==> src/deadline_sorted_timer_table_top_macros.svh <==
// Assertion macros used by the timer table top module.
`ifndef DEADLINE_SORTED_TIMER_TABLE_TOP_MACROS_SVH
`define DEADLINE_SORTED_TIMER_TABLE_TOP_MACROS_SVH

`ifndef ASSERT_OFF
`define DSTT_ASSERT(label, prop) \
    label: assert property (@(posedge clk) disable iff (!rst_n) (prop)) \
        else $error("dstt assertion failed");
`define DSTT_ASSERT_IMP(label, ante, cons) \
    label: assert property (@(posedge clk) disable iff (!rst_n) (ante) |-> (cons)) \
        else $error("dstt implication failed");
`else
`define DSTT_ASSERT(label, prop)
`define DSTT_ASSERT_IMP(label, ante, cons)
`endif

`endif

==> src/dstt_pkg.sv <==
package dstt_pkg;

    localparam int SLOTS_DEF    = 16;
    localparam int ID_COUNT_DEF = 64;
    localparam int MAX_OUT      = 16;

    localparam logic [1:0] OP_APPLY  = 2'd0;
    localparam logic [1:0] OP_REMOVE = 2'd1;
    localparam logic [1:0] OP_TICK   = 2'd2;
    localparam logic [1:0] OP_NONE   = 2'd3;

    localparam logic [1:0] MODE_ALWAYS   = 2'd0;
    localparam logic [1:0] MODE_NEVER    = 2'd1;
    localparam logic [1:0] MODE_AT_LEAST = 2'd2;
    localparam logic [1:0] MODE_AT_MOST  = 2'd3;

    localparam logic [1:0] ST_OK         = 2'd0;
    localparam logic [1:0] ST_FULL       = 2'd1;
    localparam logic [1:0] ST_NOT_ACTIVE = 2'd2;
    localparam logic [1:0] ST_UNCHANGED  = 2'd3;

    localparam logic EV_APPLY  = 1'b0;
    localparam logic EV_REMOVE = 1'b1;

    localparam logic [31:0] ENDLESS = 32'hFFFF_FFFF;

    typedef struct packed {
        logic idl;
        logic dl;
        logic nx;
        logic pv;
    } mem_we_t;

    function automatic logic [31:0] remain(input logic [31:0] dl, input logic [31:0] now);
        logic [31:0] r;
        if (dl == ENDLESS) begin
            r = ENDLESS;
        end
        else if (dl > now) begin
            r = dl - now;
        end
        else begin
            r = '0;
        end
        return r;
    endfunction

endpackage

==> src/dstt_ifs.sv <==
interface dstt_req_if;
    logic        valid;
    logic        ready;
    logic [1:0]  operation;
    logic [5:0]  entry_id;
    logic [7:0]  level;
    logic [31:0] deadline;
    logic [1:0]  overwrite_mode;
    logic [31:0] current_tick;

    modport source (output valid, operation, entry_id, level, deadline, overwrite_mode,
                    current_tick, input ready);
    modport sink (input valid, operation, entry_id, level, deadline, overwrite_mode,
                  current_tick, output ready);
endinterface

interface dstt_rsp_if;
    logic        valid;
    logic        ready;
    logic        event_kind;
    logic [5:0]  result_id;
    logic [31:0] remaining;
    logic [1:0]  status;
    logic        notify;
    logic        last;

    modport source (output valid, event_kind, result_id, remaining, status, notify, last,
                    input ready);
    modport sink (input valid, event_kind, result_id, remaining, status, notify, last,
                  output ready);
endinterface

interface dstt_cfg_if;
    logic valid;
    logic ready;
    logic notify_enable;

    modport source (output valid, notify_enable, input ready);
    modport sink (input valid, notify_enable, output ready);
endinterface

==> src/deadline_sorted_timer_table_top.sv <==
// Deadline-sorted timer table.
// Items arrive on req (operation, entry_id, level, deadline, overwrite_mode,
// current_tick) and results leave on rsp; both use valid/ready and move an item
// when valid and ready are high at a rising clock edge. The cfg channel writes
// notify_enable and is always ready; write it only while the block is idle.
// Entries live in one slot memory with a single registered read port,
// linked in deadline order, and every list step is one read of that memory.
// An apply searches the list for an active entry, walks it for the sorted insert,
// and then issues its queued link writes. A remove searches for the entry and
// then issues its link writes. A tick removes each expired entry from the head
// and ends with a final head check.
// The block takes one item at a time; req.ready is high while it is idle.
// Results wait in an output register, so a stalled receiver only holds the block
// when a second result is ready; the last result of an item carries last.
// After reset the table is empty, all slots are free and notify_enable is 1.
module deadline_sorted_timer_table_top
    import dstt_pkg::*;
#(
    parameter int SLOTS    = SLOTS_DEF,
    parameter int ID_COUNT = ID_COUNT_DEF
)
(
    input logic          clk,
    input logic          rst_n,
    dstt_req_if.sink     req,
    dstt_rsp_if.source   rsp,
    dstt_cfg_if.sink     cfg
);

`include "deadline_sorted_timer_table_top_macros.svh"

    localparam int SW  = $clog2(SLOTS);
    localparam int PW  = SW + 1;
    localparam int CW  = $clog2(SLOTS + 1);
    localparam int IW  = (ID_COUNT > 1) ? $clog2(ID_COUNT) : 1;
    localparam int TW  = $clog2(MAX_OUT + 1);
    localparam int NW  = 5;
    localparam int WSW = $clog2(NW);
    localparam logic [PW-1:0] NIL = {PW{1'b1}};

    typedef enum logic [12:0] {
        S_IDLE     = 13'b0000000000001,
        S_FIND_RD  = 13'b0000000000010,
        S_FIND_CHK = 13'b0000000000100,
        S_WALK_RD  = 13'b0000000001000,
        S_WALK_CHK = 13'b0000000010000,
        S_ADD_RD   = 13'b0000000100000,
        S_ADD_CHK  = 13'b0000001000000,
        S_ADD_LRD  = 13'b0000010000000,
        S_ADD_LCHK = 13'b0000100000000,
        S_WR       = 13'b0001000000000,
        S_TICK_RD  = 13'b0010000000000,
        S_TICK_CHK = 13'b0100000000000,
        S_EMIT     = 13'b1000000000000
    } state_t;

    typedef struct packed {
        mem_we_t       we;
        logic [SW-1:0] addr;
        logic [31:0]   dl;
        logic [PW-1:0] nx;
        logic [PW-1:0] pv;
    } wq_t;

    function automatic logic ptr_ok(input logic [PW-1:0] p);
        return 32'(p) < 32'(SLOTS);
    endfunction

    function automatic logic [PW-1:0] start_of(input logic [PW-1:0] p, input logic [PW-1:0] e);
        logic [PW-1:0] r;
        if (ptr_ok(p))
        begin
            r = p;
        end
        else if (ptr_ok(e))
        begin
            r = e;
        end
        else
        begin
            r = '0;
        end
        return r;
    endfunction

    state_t state_reg, state_next;
    logic [1:0]  op_reg, op_next;
    logic [5:0]  id_reg, id_next;
    logic [7:0]  lvl_reg, lvl_next;
    logic [31:0] dl_reg, dl_next;
    logic [1:0]  mode_reg, mode_next;
    logic [31:0] now_reg, now_next;
    logic [PW-1:0] idx_reg, idx_next;
    logic [CW-1:0] k_reg, k_next;
    logic          final_reg, final_next;
    logic          add_reg, add_next;
    logic [PW-1:0] s_reg, s_next;
    logic [PW-1:0] s_nx_reg, s_nx_next;
    logic [PW-1:0] s_pv_reg, s_pv_next;
    logic [PW-1:0] earliest_reg, earliest_next;
    logic [PW-1:0] free_head_reg, free_head_next;
    logic [PW-1:0] last_ins_reg, last_ins_next;
    logic [CW-1:0] count_reg, count_next;
    logic [ID_COUNT-1:0] active_reg, active_next;
    logic          notify_reg, notify_next;
    logic [TW-1:0] tick_n_reg, tick_n_next;
    logic          pend_reg, pend_next;
    logic          ret_tick_reg, ret_tick_next;
    logic [WSW-1:0] wstep_reg, wstep_next;
    wq_t           wq_reg [NW];
    wq_t           wq_next [NW];
    wq_t           wq_new [NW];
    logic          wq_load;
    logic          do_drop;

    logic          res_kind_reg, res_kind_next;
    logic [5:0]    res_id_reg, res_id_next;
    logic [31:0]   res_rem_reg, res_rem_next;
    logic [1:0]    res_st_reg, res_st_next;
    logic          res_nt_reg, res_nt_next;

    logic          out_v_reg, out_v_next;
    logic          out_kind_reg;
    logic [5:0]    out_id_reg;
    logic [31:0]   out_rem_reg;
    logic [1:0]    out_st_reg;
    logic          out_nt_reg;
    logic          out_last_reg;
    logic          out_load;
    logic          out_last_val;
    logic          can_emit;

    logic          mem_rd_en;
    logic [SW-1:0] mem_rd_addr;
    logic [SW-1:0] mem_wr_addr;
    mem_we_t       mem_we;
    logic [31:0]   mem_wr_dl;
    logic [PW-1:0] mem_wr_nx;
    logic [PW-1:0] mem_wr_pv;
    logic [5:0]    rd_id;
    logic [7:0]    rd_level;
    logic [31:0]   rd_dl;
    logic [PW-1:0] rd_nx;
    logic [PW-1:0] rd_pv;
    logic [PW-1:0] drop_earliest;
    logic          id_in_range;

    dstt_slot_mem #(
        .SLOTS (SLOTS)
    ) u_mem (
        .clk      (clk),
        .rst_n    (rst_n),
        .rd_en    (mem_rd_en),
        .rd_addr  (mem_rd_addr),
        .wr_addr  (mem_wr_addr),
        .we       (mem_we),
        .wr_id    (id_reg),
        .wr_level (lvl_reg),
        .wr_dl    (mem_wr_dl),
        .wr_next  (mem_wr_nx),
        .wr_prev  (mem_wr_pv),
        .rd_id    (rd_id),
        .rd_level (rd_level),
        .rd_dl    (rd_dl),
        .rd_next  (rd_nx),
        .rd_prev  (rd_pv)
    );

    assign can_emit      = !out_v_reg || rsp.ready;
    assign id_in_range   = 32'(req.entry_id) < 32'(ID_COUNT);
    assign drop_earliest = ptr_ok(rd_pv) ? earliest_reg : (ptr_ok(rd_nx) ? rd_nx : free_head_reg);

    always_comb
    begin
        logic          le;
        logic [PW-1:0] lk_n;
        logic [PW-1:0] lk_p;
        logic [PW-1:0] e;

        state_next     = state_reg;
        op_next        = op_reg;
        id_next        = id_reg;
        lvl_next       = lvl_reg;
        dl_next        = dl_reg;
        mode_next      = mode_reg;
        now_next       = now_reg;
        idx_next       = idx_reg;
        k_next         = k_reg;
        final_next     = final_reg;
        add_next       = add_reg;
        s_next         = s_reg;
        s_nx_next      = s_nx_reg;
        s_pv_next      = s_pv_reg;
        earliest_next  = earliest_reg;
        free_head_next = free_head_reg;
        last_ins_next  = last_ins_reg;
        count_next     = count_reg;
        active_next    = active_reg;
        notify_next    = notify_reg;
        tick_n_next    = tick_n_reg;
        pend_next      = pend_reg;
        ret_tick_next  = ret_tick_reg;
        wstep_next     = wstep_reg;
        res_kind_next  = res_kind_reg;
        res_id_next    = res_id_reg;
        res_rem_next   = res_rem_reg;
        res_st_next    = res_st_reg;
        res_nt_next    = res_nt_reg;
        out_load       = 1'b0;
        out_last_val   = 1'b1;
        wq_load        = 1'b0;
        do_drop        = 1'b0;
        mem_rd_en      = 1'b0;
        mem_rd_addr    = idx_reg[SW-1:0];
        mem_wr_addr    = s_reg[SW-1:0];
        mem_we         = '0;
        mem_wr_dl      = dl_reg;
        mem_wr_nx      = NIL;
        mem_wr_pv      = NIL;
        le             = 1'b0;
        lk_n           = NIL;
        lk_p           = NIL;
        e              = earliest_reg;
        for (int i = 0; i < NW; i++)
        begin
            wq_new[i] = '0;
        end

        if (cfg.valid)
        begin
            notify_next = cfg.notify_enable;
        end

        case (state_reg)
            S_IDLE:
            begin
                if (req.valid)
                begin
                    op_next     = req.operation;
                    id_next     = req.entry_id;
                    lvl_next    = req.level;
                    dl_next     = req.deadline;
                    mode_next   = req.overwrite_mode;
                    now_next    = req.current_tick;
                    k_next      = '0;
                    final_next  = 1'b0;
                    pend_next   = 1'b0;
                    tick_n_next = '0;
                    idx_next    = earliest_reg;
                    res_id_next = req.entry_id;
                    res_rem_next = '0;
                    res_nt_next = 1'b0;
                    case (req.operation)
                        OP_APPLY:
                        begin
                            res_kind_next = EV_APPLY;
                            if (!id_in_range)
                            begin
                                res_st_next = ST_NOT_ACTIVE;
                                state_next  = S_EMIT;
                            end
                            else if (active_reg[IW'(req.entry_id)])
                            begin
                                add_next   = 1'b0;
                                state_next = S_FIND_RD;
                            end
                            else if (!ptr_ok(free_head_reg))
                            begin
                                res_st_next = ST_FULL;
                                state_next  = S_EMIT;
                            end
                            else
                            begin
                                add_next   = 1'b1;
                                s_next     = free_head_reg;
                                state_next = S_ADD_RD;
                            end
                        end
                        OP_REMOVE:
                        begin
                            res_kind_next = EV_REMOVE;
                            if (id_in_range && active_reg[IW'(req.entry_id)])
                            begin
                                state_next = S_FIND_RD;
                            end
                            else
                            begin
                                res_st_next = ST_NOT_ACTIVE;
                                state_next  = S_EMIT;
                            end
                        end
                        OP_TICK:
                        begin
                            state_next = S_TICK_RD;
                        end
                        default:
                        begin
                            state_next = S_IDLE;
                        end
                    endcase
                end
            end

            S_FIND_RD:
            begin
                if (k_reg < count_reg && ptr_ok(idx_reg))
                begin
                    mem_rd_en  = 1'b1;
                    state_next = S_FIND_CHK;
                end
                else
                begin
                    res_st_next  = ST_NOT_ACTIVE;
                    res_rem_next = '0;
                    res_nt_next  = 1'b0;
                    state_next   = S_EMIT;
                end
            end

            S_FIND_CHK:
            begin
                if (rd_id == id_reg)
                begin
                    if (op_reg == OP_REMOVE)
                    begin
                        do_drop       = 1'b1;
                        res_st_next   = ST_OK;
                        res_nt_next   = notify_reg;
                        ret_tick_next = 1'b0;
                        state_next    = S_WR;
                    end
                    else if (rd_dl == dl_reg || mode_reg == MODE_NEVER ||
                             (mode_reg == MODE_AT_LEAST && rd_level < lvl_reg) ||
                             (mode_reg == MODE_AT_MOST && rd_level > lvl_reg))
                    begin
                        res_st_next  = ST_UNCHANGED;
                        res_rem_next = remain(rd_dl, now_reg);
                        res_nt_next  = notify_reg;
                        state_next   = S_EMIT;
                    end
                    else
                    begin
                        s_next     = idx_reg;
                        s_nx_next  = rd_nx;
                        s_pv_next  = rd_pv;
                        idx_next   = (rd_dl <= dl_reg) ? idx_reg : start_of(earliest_reg,
                                                                          earliest_reg);
                        k_next     = '0;
                        final_next = 1'b0;
                        state_next = S_WALK_RD;
                    end
                end
                else
                begin
                    idx_next   = rd_nx;
                    k_next     = k_reg + CW'(1);
                    state_next = S_FIND_RD;
                end
            end

            S_WALK_RD:
            begin
                mem_rd_en  = 1'b1;
                state_next = S_WALK_CHK;
            end

            S_WALK_CHK:
            begin
                if (final_reg || !ptr_ok(rd_nx) || dl_reg <= rd_dl)
                begin
                    wq_load       = 1'b1;
                    ret_tick_next = 1'b0;
                    wstep_next    = '0;
                    res_st_next   = ST_OK;
                    res_rem_next  = remain(dl_reg, now_reg);
                    res_nt_next   = notify_reg;
                    state_next    = S_WR;
                    le            = dl_reg <= rd_dl;
                    lk_n          = le ? idx_reg : NIL;
                    if (add_reg)
                    begin
                        lk_p = le ? rd_pv : idx_reg;
                        wq_new[0].we.nx = 1'b1;
                        wq_new[0].we.pv = 1'b1;
                        wq_new[0].addr  = s_reg[SW-1:0];
                        wq_new[0].nx    = lk_n;
                        wq_new[0].pv    = lk_p;
                        wq_new[1].we.pv = ptr_ok(lk_n);
                        wq_new[1].addr  = lk_n[SW-1:0];
                        wq_new[1].pv    = s_reg;
                        wq_new[2].we.nx = ptr_ok(lk_p);
                        wq_new[2].addr  = lk_p[SW-1:0];
                        wq_new[2].nx    = s_reg;
                        if (!ptr_ok(lk_p))
                        begin
                            earliest_next = s_reg;
                        end
                        count_next = count_reg + CW'(1);
                    end
                    else if (idx_reg == s_reg)
                    begin
                        wq_new[0].we.dl = 1'b1;
                        wq_new[0].addr  = s_reg[SW-1:0];
                        wq_new[0].dl    = dl_reg;
                    end
                    else
                    begin
                        e    = (earliest_reg == s_reg) ? s_nx_reg : earliest_reg;
                        lk_p = le ? ((idx_reg == s_nx_reg) ? s_pv_reg : rd_pv) : idx_reg;
                        wq_new[0].we.nx = ptr_ok(s_pv_reg);
                        wq_new[0].addr  = s_pv_reg[SW-1:0];
                        wq_new[0].nx    = s_nx_reg;
                        wq_new[1].we.pv = ptr_ok(s_nx_reg);
                        wq_new[1].addr  = s_nx_reg[SW-1:0];
                        wq_new[1].pv    = s_pv_reg;
                        wq_new[2].we.dl = 1'b1;
                        wq_new[2].we.nx = 1'b1;
                        wq_new[2].we.pv = 1'b1;
                        wq_new[2].addr  = s_reg[SW-1:0];
                        wq_new[2].dl    = dl_reg;
                        wq_new[2].nx    = lk_n;
                        wq_new[2].pv    = lk_p;
                        wq_new[3].we.pv = ptr_ok(lk_n);
                        wq_new[3].addr  = lk_n[SW-1:0];
                        wq_new[3].pv    = s_reg;
                        wq_new[4].we.nx = ptr_ok(lk_p);
                        wq_new[4].addr  = lk_p[SW-1:0];
                        wq_new[4].nx    = s_reg;
                        earliest_next   = ptr_ok(lk_p) ? e : s_reg;
                    end
                end
                else
                begin
                    idx_next   = rd_nx;
                    k_next     = k_reg + CW'(1);
                    final_next = (32'(k_reg) == 32'(SLOTS) - 32'd1);
                    state_next = S_WALK_RD;
                end
            end

            S_ADD_RD:
            begin
                mem_rd_en   = 1'b1;
                mem_rd_addr = s_reg[SW-1:0];
                state_next  = S_ADD_CHK;
            end

            S_ADD_CHK:
            begin
                free_head_next              = rd_nx;
                active_next[IW'(id_reg)]    = 1'b1;
                mem_we.idl                  = 1'b1;
                mem_we.dl                   = 1'b1;
                state_next                  = S_ADD_LRD;
            end

            S_ADD_LRD:
            begin
                k_next     = '0;
                final_next = 1'b0;
                if (count_reg == '0)
                begin
                    wq_load         = 1'b1;
                    wq_new[0].we.nx = 1'b1;
                    wq_new[0].we.pv = 1'b1;
                    wq_new[0].addr  = s_reg[SW-1:0];
                    wq_new[0].nx    = NIL;
                    wq_new[0].pv    = NIL;
                    earliest_next   = s_reg;
                    last_ins_next   = s_reg;
                    count_next      = count_reg + CW'(1);
                    res_st_next     = ST_OK;
                    res_rem_next    = remain(dl_reg, now_reg);
                    res_nt_next     = notify_reg;
                    ret_tick_next   = 1'b0;
                    wstep_next      = '0;
                    state_next      = S_WR;
                end
                else if (ptr_ok(last_ins_reg))
                begin
                    mem_rd_en   = 1'b1;
                    mem_rd_addr = last_ins_reg[SW-1:0];
                    state_next  = S_ADD_LCHK;
                end
                else
                begin
                    idx_next      = start_of(earliest_reg, earliest_reg);
                    last_ins_next = s_reg;
                    state_next    = S_WALK_RD;
                end
            end

            S_ADD_LCHK:
            begin
                idx_next      = start_of((dl_reg >= rd_dl) ? last_ins_reg : earliest_reg,
                                         earliest_reg);
                last_ins_next = s_reg;
                state_next    = S_WALK_RD;
            end

            S_WR:
            begin
                mem_we      = wq_reg[wstep_reg].we;
                mem_wr_addr = wq_reg[wstep_reg].addr;
                mem_wr_dl   = wq_reg[wstep_reg].dl;
                mem_wr_nx   = wq_reg[wstep_reg].nx;
                mem_wr_pv   = wq_reg[wstep_reg].pv;
                if (32'(wstep_reg) == NW - 1)
                begin
                    wstep_next = '0;
                    state_next = ret_tick_reg ? S_TICK_RD : S_EMIT;
                end
                else
                begin
                    wstep_next = wstep_reg + WSW'(1);
                end
            end

            S_TICK_RD:
            begin
                if (32'(tick_n_reg) < MAX_OUT && count_reg != '0 && ptr_ok(earliest_reg))
                begin
                    mem_rd_en   = 1'b1;
                    mem_rd_addr = earliest_reg[SW-1:0];
                    idx_next    = earliest_reg;
                    state_next  = S_TICK_CHK;
                end
                else
                begin
                    state_next = pend_reg ? S_EMIT : S_IDLE;
                end
            end

            S_TICK_CHK:
            begin
                if (rd_dl == ENDLESS || rd_dl > now_reg)
                begin
                    state_next = pend_reg ? S_EMIT : S_IDLE;
                end
                else if (!pend_reg || can_emit)
                begin
                    out_load      = pend_reg;
                    out_last_val  = 1'b0;
                    res_kind_next = EV_REMOVE;
                    res_id_next   = rd_id;
                    res_rem_next  = '0;
                    res_st_next   = ST_OK;
                    res_nt_next   = notify_reg;
                    pend_next     = 1'b1;
                    tick_n_next   = tick_n_reg + TW'(1);
                    do_drop       = 1'b1;
                    ret_tick_next = 1'b1;
                    state_next    = S_WR;
                end
            end

            S_EMIT:
            begin
                if (can_emit)
                begin
                    out_load   = 1'b1;
                    state_next = S_IDLE;
                end
            end

            default:
            begin
                state_next = S_IDLE;
            end
        endcase

        if (do_drop)
        begin
            wq_load         = 1'b1;
            wstep_next      = '0;
            wq_new[0].we.nx = ptr_ok(rd_pv);
            wq_new[0].addr  = rd_pv[SW-1:0];
            wq_new[0].nx    = rd_nx;
            wq_new[1].we.pv = ptr_ok(rd_nx);
            wq_new[1].addr  = rd_nx[SW-1:0];
            wq_new[1].pv    = rd_pv;
            wq_new[2].we.dl = 1'b1;
            wq_new[2].we.nx = 1'b1;
            wq_new[2].we.pv = 1'b1;
            wq_new[2].addr  = idx_reg[SW-1:0];
            wq_new[2].dl    = ENDLESS;
            wq_new[2].nx    = free_head_reg;
            wq_new[2].pv    = NIL;
            earliest_next   = drop_earliest;
            if (last_ins_reg == idx_reg)
            begin
                last_ins_next = drop_earliest;
            end
            if (32'(rd_id) < 32'(ID_COUNT))
            begin
                active_next[IW'(rd_id)] = 1'b0;
            end
            free_head_next = idx_reg;
            if (count_reg != '0)
            begin
                count_next = count_reg - CW'(1);
            end
        end

        for (int i = 0; i < NW; i++)
        begin
            wq_next[i] = wq_load ? wq_new[i] : wq_reg[i];
        end

        if (out_load)
        begin
            out_v_next = 1'b1;
        end
        else if (rsp.ready)
        begin
            out_v_next = 1'b0;
        end
        else
        begin
            out_v_next = out_v_reg;
        end
    end

    always_ff @(posedge clk or negedge rst_n)
    begin
        if (!rst_n)
        begin
            state_reg     <= S_IDLE;
            earliest_reg  <= '0;
            free_head_reg <= '0;
            last_ins_reg  <= '0;
            count_reg     <= '0;
            active_reg    <= '0;
            notify_reg    <= 1'b1;
            tick_n_reg    <= '0;
            pend_reg      <= 1'b0;
            ret_tick_reg  <= 1'b0;
            wstep_reg     <= '0;
            k_reg         <= '0;
            final_reg     <= 1'b0;
            add_reg       <= 1'b0;
            out_v_reg     <= 1'b0;
        end
        else
        begin
            state_reg     <= state_next;
            earliest_reg  <= earliest_next;
            free_head_reg <= free_head_next;
            last_ins_reg  <= last_ins_next;
            count_reg     <= count_next;
            active_reg    <= active_next;
            notify_reg    <= notify_next;
            tick_n_reg    <= tick_n_next;
            pend_reg      <= pend_next;
            ret_tick_reg  <= ret_tick_next;
            wstep_reg     <= wstep_next;
            k_reg         <= k_next;
            final_reg     <= final_next;
            add_reg       <= add_next;
            out_v_reg     <= out_v_next;
        end
    end

    always_ff @(posedge clk)
    begin
        op_reg        <= op_next;
        id_reg        <= id_next;
        lvl_reg       <= lvl_next;
        dl_reg        <= dl_next;
        mode_reg      <= mode_next;
        now_reg       <= now_next;
        idx_reg       <= idx_next;
        s_reg         <= s_next;
        s_nx_reg      <= s_nx_next;
        s_pv_reg      <= s_pv_next;
        res_kind_reg  <= res_kind_next;
        res_id_reg    <= res_id_next;
        res_rem_reg   <= res_rem_next;
        res_st_reg    <= res_st_next;
        res_nt_reg    <= res_nt_next;
        for (int i = 0; i < NW; i++)
        begin
            wq_reg[i] <= wq_next[i];
        end
        if (out_load)
        begin
            out_kind_reg <= res_kind_reg;
            out_id_reg   <= res_id_reg;
            out_rem_reg  <= res_rem_reg;
            out_st_reg   <= res_st_reg;
            out_nt_reg   <= res_nt_reg;
            out_last_reg <= out_last_val;
        end
    end

    assign req.ready      = (state_reg == S_IDLE);
    assign cfg.ready      = 1'b1;
    assign rsp.valid      = out_v_reg;
    assign rsp.event_kind = out_kind_reg;
    assign rsp.result_id  = out_id_reg;
    assign rsp.remaining  = out_rem_reg;
    assign rsp.status     = out_st_reg;
    assign rsp.notify     = out_nt_reg;
    assign rsp.last       = out_last_reg;

    `DSTT_ASSERT(a_count_range, count_reg <= CW'(SLOTS))
    `DSTT_ASSERT(a_tick_bound, 32'(tick_n_reg) <= MAX_OUT)
    `DSTT_ASSERT_IMP(a_no_overrun, out_load, !out_v_reg || rsp.ready)
    `DSTT_ASSERT_IMP(a_full_count, state_reg == S_IDLE && !ptr_ok(free_head_reg),
                     count_reg == CW'(SLOTS))

endmodule

==> src/dstt_slot_mem.sv <==
module dstt_slot_mem
    import dstt_pkg::*;
#(
    parameter int SLOTS = SLOTS_DEF
)
(
    input  logic                         clk,
    input  logic                         rst_n,
    input  logic                         rd_en,
    input  logic [$clog2(SLOTS)-1:0]     rd_addr,
    input  logic [$clog2(SLOTS)-1:0]     wr_addr,
    input  mem_we_t                      we,
    input  logic [5:0]                   wr_id,
    input  logic [7:0]                   wr_level,
    input  logic [31:0]                  wr_dl,
    input  logic [$clog2(SLOTS):0]       wr_next,
    input  logic [$clog2(SLOTS):0]       wr_prev,
    output logic [5:0]                   rd_id,
    output logic [7:0]                   rd_level,
    output logic [31:0]                  rd_dl,
    output logic [$clog2(SLOTS):0]       rd_next,
    output logic [$clog2(SLOTS):0]       rd_prev
);

    localparam int SW = $clog2(SLOTS);
    localparam int PW = SW + 1;
    localparam logic [PW-1:0] NIL = {PW{1'b1}};

    logic [5:0]    id_mem  [SLOTS];
    logic [7:0]    lvl_mem [SLOTS];
    logic [31:0]   dl_mem  [SLOTS];
    logic [PW-1:0] nx_mem  [SLOTS];
    logic [PW-1:0] pv_mem  [SLOTS];

    logic [SLOTS-1:0] dl_vld_reg;
    logic [SLOTS-1:0] nx_vld_reg;
    logic [SLOTS-1:0] pv_vld_reg;

    logic [5:0]    rd_id_reg;
    logic [7:0]    rd_level_reg;
    logic [31:0]   rd_dl_reg;
    logic [PW-1:0] rd_next_reg;
    logic [PW-1:0] rd_prev_reg;
    logic [PW-1:0] nx_dflt;

    // Before its first write, a slot links to the following slot of the initial free chain.
    assign nx_dflt = (32'(rd_addr) + 32'd1 < 32'(SLOTS)) ? (PW'(rd_addr) + PW'(1)) : NIL;

    always_ff @(posedge clk or negedge rst_n)
    begin
        if (!rst_n)
        begin
            dl_vld_reg <= '0;
            nx_vld_reg <= '0;
            pv_vld_reg <= '0;
        end
        else
        begin
            if (we.dl)
            begin
                dl_vld_reg[wr_addr] <= 1'b1;
            end
            if (we.nx)
            begin
                nx_vld_reg[wr_addr] <= 1'b1;
            end
            if (we.pv)
            begin
                pv_vld_reg[wr_addr] <= 1'b1;
            end
        end
    end

    always_ff @(posedge clk)
    begin
        if (we.idl)
        begin
            id_mem[wr_addr]  <= wr_id;
            lvl_mem[wr_addr] <= wr_level;
        end
        if (we.dl)
        begin
            dl_mem[wr_addr] <= wr_dl;
        end
        if (we.nx)
        begin
            nx_mem[wr_addr] <= wr_next;
        end
        if (we.pv)
        begin
            pv_mem[wr_addr] <= wr_prev;
        end
        if (rd_en)
        begin
            rd_id_reg    <= id_mem[rd_addr];
            rd_level_reg <= lvl_mem[rd_addr];
            rd_dl_reg    <= dl_vld_reg[rd_addr] ? dl_mem[rd_addr] : ENDLESS;
            rd_next_reg  <= nx_vld_reg[rd_addr] ? nx_mem[rd_addr] : nx_dflt;
            rd_prev_reg  <= pv_vld_reg[rd_addr] ? pv_mem[rd_addr] : NIL;
        end
    end

    assign rd_id    = rd_id_reg;
    assign rd_level = rd_level_reg;
    assign rd_dl    = rd_dl_reg;
    assign rd_next  = rd_next_reg;
    assign rd_prev  = rd_prev_reg;

endmodule

==> src/flat_wrapper.sv <==
// flat-port wrapper written by rule: the top's interface ports become plain ports
module deadline_sorted_timer_table_top_flat import dstt_pkg::*;
#(
    parameter int SLOTS    = SLOTS_DEF,
    parameter int ID_COUNT = ID_COUNT_DEF
)
  (clk, rst_n, req_valid, req_operation, req_entry_id, req_level, req_deadline, req_overwrite_mode, req_current_tick, req_ready, rsp_valid, rsp_event_kind, rsp_result_id, rsp_remaining, rsp_status, rsp_notify, rsp_last, rsp_ready, cfg_valid, cfg_notify_enable, cfg_ready);
  dstt_req_if req_i ();
  dstt_rsp_if rsp_i ();
  dstt_cfg_if cfg_i ();
  input logic clk;
  input logic rst_n;
  input wire logic [$bits(req_i.valid)-1:0] req_valid;
  input wire logic [$bits(req_i.operation)-1:0] req_operation;
  input wire logic [$bits(req_i.entry_id)-1:0] req_entry_id;
  input wire logic [$bits(req_i.level)-1:0] req_level;
  input wire logic [$bits(req_i.deadline)-1:0] req_deadline;
  input wire logic [$bits(req_i.overwrite_mode)-1:0] req_overwrite_mode;
  input wire logic [$bits(req_i.current_tick)-1:0] req_current_tick;
  output wire logic [$bits(req_i.ready)-1:0] req_ready;
  output wire logic [$bits(rsp_i.valid)-1:0] rsp_valid;
  output wire logic [$bits(rsp_i.event_kind)-1:0] rsp_event_kind;
  output wire logic [$bits(rsp_i.result_id)-1:0] rsp_result_id;
  output wire logic [$bits(rsp_i.remaining)-1:0] rsp_remaining;
  output wire logic [$bits(rsp_i.status)-1:0] rsp_status;
  output wire logic [$bits(rsp_i.notify)-1:0] rsp_notify;
  output wire logic [$bits(rsp_i.last)-1:0] rsp_last;
  input wire logic [$bits(rsp_i.ready)-1:0] rsp_ready;
  input wire logic [$bits(cfg_i.valid)-1:0] cfg_valid;
  input wire logic [$bits(cfg_i.notify_enable)-1:0] cfg_notify_enable;
  output wire logic [$bits(cfg_i.ready)-1:0] cfg_ready;
  assign req_i.valid = req_valid;
  assign req_i.operation = req_operation;
  assign req_i.entry_id = req_entry_id;
  assign req_i.level = req_level;
  assign req_i.deadline = req_deadline;
  assign req_i.overwrite_mode = req_overwrite_mode;
  assign req_i.current_tick = req_current_tick;
  assign req_ready = req_i.ready;
  assign rsp_valid = rsp_i.valid;
  assign rsp_event_kind = rsp_i.event_kind;
  assign rsp_result_id = rsp_i.result_id;
  assign rsp_remaining = rsp_i.remaining;
  assign rsp_status = rsp_i.status;
  assign rsp_notify = rsp_i.notify;
  assign rsp_last = rsp_i.last;
  assign rsp_i.ready = rsp_ready;
  assign cfg_i.valid = cfg_valid;
  assign cfg_i.notify_enable = cfg_notify_enable;
  assign cfg_ready = cfg_i.ready;
  deadline_sorted_timer_table_top #(.SLOTS(SLOTS), .ID_COUNT(ID_COUNT)) u_core (.clk(clk), .rst_n(rst_n), .req(req_i), .rsp(rsp_i), .cfg(cfg_i));
endmodule
==> config.mk <==
export PLATFORM = sky130hd
export DESIGN_NAME = deadline_sorted_timer_table_top_flat
export DESIGN_NICKNAME = d
export VERILOG_FILES = /design/src/dstt_pkg.sv /design/src/dstt_ifs.sv /design/src/deadline_sorted_timer_table_top.sv /design/src/dstt_slot_mem.sv /design/src/flat_wrapper.sv
export VERILOG_INCLUDE_DIRS = /design/src /design/src/src
export SDC_FILE = /design/constraint.sdc
export NUM_CORES = 2
export LEC_CHECK = 0
export CAP_MARGIN = 5
export CELL_PAD_IN_SITES_DETAIL_PLACEMENT = 1
export CELL_PAD_IN_SITES_GLOBAL_PLACEMENT = 2
export CORE_ASPECT_RATIO = 1.2
export CORE_MARGIN = 5
export CORE_UTILIZATION = 35
export DETAILED_ROUTE_END_ITERATION = 16
export DONT_BUFFER_PORTS = 1
export PLACE_DENSITY_LB_ADDON = 0.1
export SETUP_SLACK_MARGIN = 0.02
export SYNTH_ARGS = -nofsm -noshare
export SYNTH_HDL_FRONTEND = slang
export SYNTH_SLANG_ARGS = --single-unit
==> constraint.sdc <==
create_clock -name clk -period 18.5 [get_ports clk]
set_clock_uncertainty 0.2 [all_clocks]
set_input_delay 0.925 -clock clk [delete_from_list [all_inputs] [get_ports clk]]
set_output_delay 0.925 -clock clk [all_outputs]
set_load 0.01 [all_outputs]
==> run metrics <==
DR vias/cell 5.38; outcome completed; Min-Delay Endpoint u_core.notify_reg; Syn. warnings 0; Iter 0 DRT Violations 2446; initial antenna violation count 4; share of total power in the clock network 30.4%; setup_tns 0 ns; Synth Flop Type edfxtp_1; Post-Route WL 210 mm; synthesized area 63800 um2; htree depth 4; WP depth 12; slew margin rel. 7.47%; CP Class flop to flop; Leak 25.9 nW; post-placement cell area 67000 um2; Core Region 181000 um2; Wirelength per Cell 26.2 um; TritonCTS buffer count 161; R2R depth 12; max reg flops 512; slowest stage cell, crit path buf_4; Final setup viols 0; Post-Layout Cell Count 8000; vias in the first global route 45000; Worst-Skew Late Latency 0.82 ns; CP cell instances nor4_1 -> nand2_1 -> nor3_1 -> o31a_1 -> nor2_4 -> buf_4 -> inv_8 -> buf_4 -> mux2i_1 -> a22o_1 -> and4b_1 -> mux2_1; #FFs+latches synth 1425; die width 400 um; minimum clock period 6.25 ns; Crit path max-delay family simple AND/OR/NAND/NOR gates; antenna-violating nets left 0; P&R area growth vs syn 13.9%; Post-Synthesis Net Count 5601; placed insts 7621; synthesized area per cell 11.8 um2; GR Util All Layers 21.7%; R2R Path Start u_core.state_reg[4]; Chip Height 478 um; number of synthesized flops with an enable pin 1261; final worst slack 12.25 ns; fillcell total 19300; net switching power 3.53 mW; mux contribution to synthesized area 3.08%; CP endpoint kind flop; remaining global-route overflow 0; dpl ws 12.17 ns; number of buffers and inverters on the critical path 3; Worst VDD drop 0.0954 mV; Req. time, crit path 18.84 ns; CTS tree done; WHS Path Cells 1; Pint 6.41 mW; Worst-path clk slew 0.06 ns; io pins 134; sequential area share after synthesis 65.8%; ranking of synthesized cells by area edfxtp_1 (59%), nand2_1 (7.3%), dfrtp_1 (6.4%); top cell type by total area after synthesis edfxtp_1; R2R setup slack 12.25 ns; largest net degree at the start of global routing 168; layout cells sized above 1 9.50%; most used cell, CP buf_4; PD cells 137 nW/um2; DRC 0; RSZ-0062 raised after global routing false; Final Max Slew Viols 0; simple-gate area share of the yosys netlist 15.7%; crit path DAT 6.59 ns; port buffer count 0; area of the die 191000 um2; worst hold path type input pin to flop; Net count, final 5652; hold wc startpoint cfg_notify_enable; post-synthesis xor/xnor area fraction 1.19%; Sw Ratio 35.5%; Compound-Gate Fraction of Synth Area 9.12%; Synth Instances 5395; startpoint class of the critical path flop; TritonCTS Sinks 1425; Sequential Power Share 41.3%; count of different cell masters after synthesis 94; largest family of logic cells by synthesized area simple AND/OR/NAND/NOR gates; Post-CTS Setup Inserts 0; root buffer cell clkbuf_16; MaxCap Viol Count 0; Comb power frac 28.3%; routed vias 43100; Post-Synth Adder-Cell Area 2.34%; RePlAce Congestion 0.816; top cell type's share of synthesized area 59.3%; first-pass GRT wire length 308 mm; CTS max path bufs 3; final hold viol count 0; maximum clock frequency 0.160 GHz; post-route cell area 72700 um2; Final Cycle Share 33.8%; site row count 171; Initial Util 35.2%; worst slew pin tran 1.39 ns; crit-path max FO 135; dpl hpwl 128 mm; ys async rst share 11.5%; terminus of the critical flop-to-flop path u_core.u_mem.rd_next[3]; first-pass iteration count of the detailed router 5; slowest cell delay on critical path 0.75 ns
==> power groups by stage <==
| stage | Sequential [mW] | Combinational, mW | Clock, mW |
|---|---|---|---|
| after floorplan | 4.02 | 1.92 | 0 |
| after global placement | 4.17 | 2.82 | 0 |
| after detailed placement | 4.18 | 2.84 | 0 |
| after CTS | 4.11 | 2.88 | 3.10 |
| after global routing | 4.12 | 3.12 | 3.24 |
| final | 4.11 | 2.81 | 3.02 |
==> per-layer routing <==
layer	part of all wire [%]	vias to the layer above	routed length [um]	global-route usage, %
met5	0.0033	-	7	0
met3	3.1	268	6510	2.57
met4	2.5	2	5200	5.75
li1	-	19700	-	-
met1	42	22300	89200	27.3
met2	52	745	109000	39.2
==> worst register-to-register path, cell delays in order, from the launching register on <==
cell     delay [ns]
dfrtp_1        0.46
nor4_1         0.63
nand2_1        0.37
nor3_1         0.66
o31a_1         0.27
nor2_4         0.05
buf_4          0.34
inv_8          0.71
buf_4          1.00
mux2i_1        0.20
a22o_1         0.28
and4b_1        0.50
mux2_1         0.36
==> area by class of cell <==
type / count / area (um2) / area share [%]
repair buffers: 199 / 1750 / 2.40
well taps: 2422 / 3030 / 4.17
clock buffers: 219 / 4320 / 5.94
clock inverters: 75 / 568 / 0.781
multi-input cells: 3535 / 20600 / 28.3
diodes: 1 / 2.50 / 0.00344
inverters: 124 / 480 / 0.661
flip-flops and latches: 1425 / 42000 / 57.7
==> repair_timing <==
item | CTS | global route
hold buffers | 84 | 0
gates resized for setup | 0 | 0
endpoints found under the setup margin | 0 | 0
hold endpoints to repair | 246 | 0
==> cell families after synthesis <==
group	after synthesis
XOR/XNOR	87
AND/OR/NAND/NOR	2247
buffers and inverters	435
AO/OA/AOI/OAI	926
other	1
multiplexers	156
flip-flops	1425
adder cells (fa/ha/maj)	118
==> stage by stage <==
step	total power [mW]	util (%)	hold slack, ns
floorplan	5.95	-	0.200
global placement	6.99	36.9	0.203
detailed placement	7.02	36.9	0.205
CTS	10.1	40.1	0.0230
global route	10.5	40.1	0.0621
finish	9.93	40.1	0.103
==> cell usage in the layout (no fill, tap or decap), drive strengths merged, types with 14 or more instances in the layout <==
cell type and count:
edfxtp 1261, o211ai 104, buf 116, nand4 39, o31ai 45, nand3 458
ha 116, nor3 41, nor2 219, inv 131, dfrtp 162, nor2b 25
dlygate4sd3 83, o21ai 244, a221o 21, nor3b 14, nand2 1244, xor2 39
o21a 28, nor4 16, a21oi 257, a21o 74, clkbuf 219, xnor2 48
o22ai 22, mux2i 114, a31oi 24, nand2b 26, mux4 31, and2 45
or2 49, clkinv 66, and3 23
==> Yosys cell counts, drive strengths merged, types with 28 or more instances <==
| library cell | number |
|---|---|
| a21o | 74 |
| a21oi | 257 |
| and2 | 45 |
| buf | 123 |
| clkbuf | 188 |
| dfrtp | 162 |
| edfxtp | 1261 |
| ha | 116 |
| inv | 124 |
| mux2i | 114 |
| mux4 | 31 |
| nand2 | 1244 |
| nand3 | 458 |
| nand4 | 39 |
| nor2 | 219 |
| nor3 | 41 |
| o211ai | 104 |
| o21a | 28 |
| o21ai | 244 |
| o31ai | 45 |
| or2 | 49 |
| xnor2 | 48 |
| xor2 | 39 |
==> worst max-delay path by stage <==
stage,start,endpoint,slack (ns)
3_3_place_gp,u_core.state_reg[4],u_core.u_mem.rd_dl[21],12.29
2_1_floorplan,u_core.u_mem.rd_dl[0],u_core.wq_reg[0][0],12.69
4_1_cts,u_core.count_reg[1],u_core.u_mem.rd_dl[21],12.16
3_5_place_dp,u_core.state_reg[4],u_core.u_mem.rd_dl[25],12.17
6_report,u_core.state_reg[4],u_core.u_mem.rd_next[3],12.25
5_1_grt,u_core.state_reg[1],u_core.u_mem.rd_dl[27],11.80
Note: power is estimated with default switching activity, not from simulation.
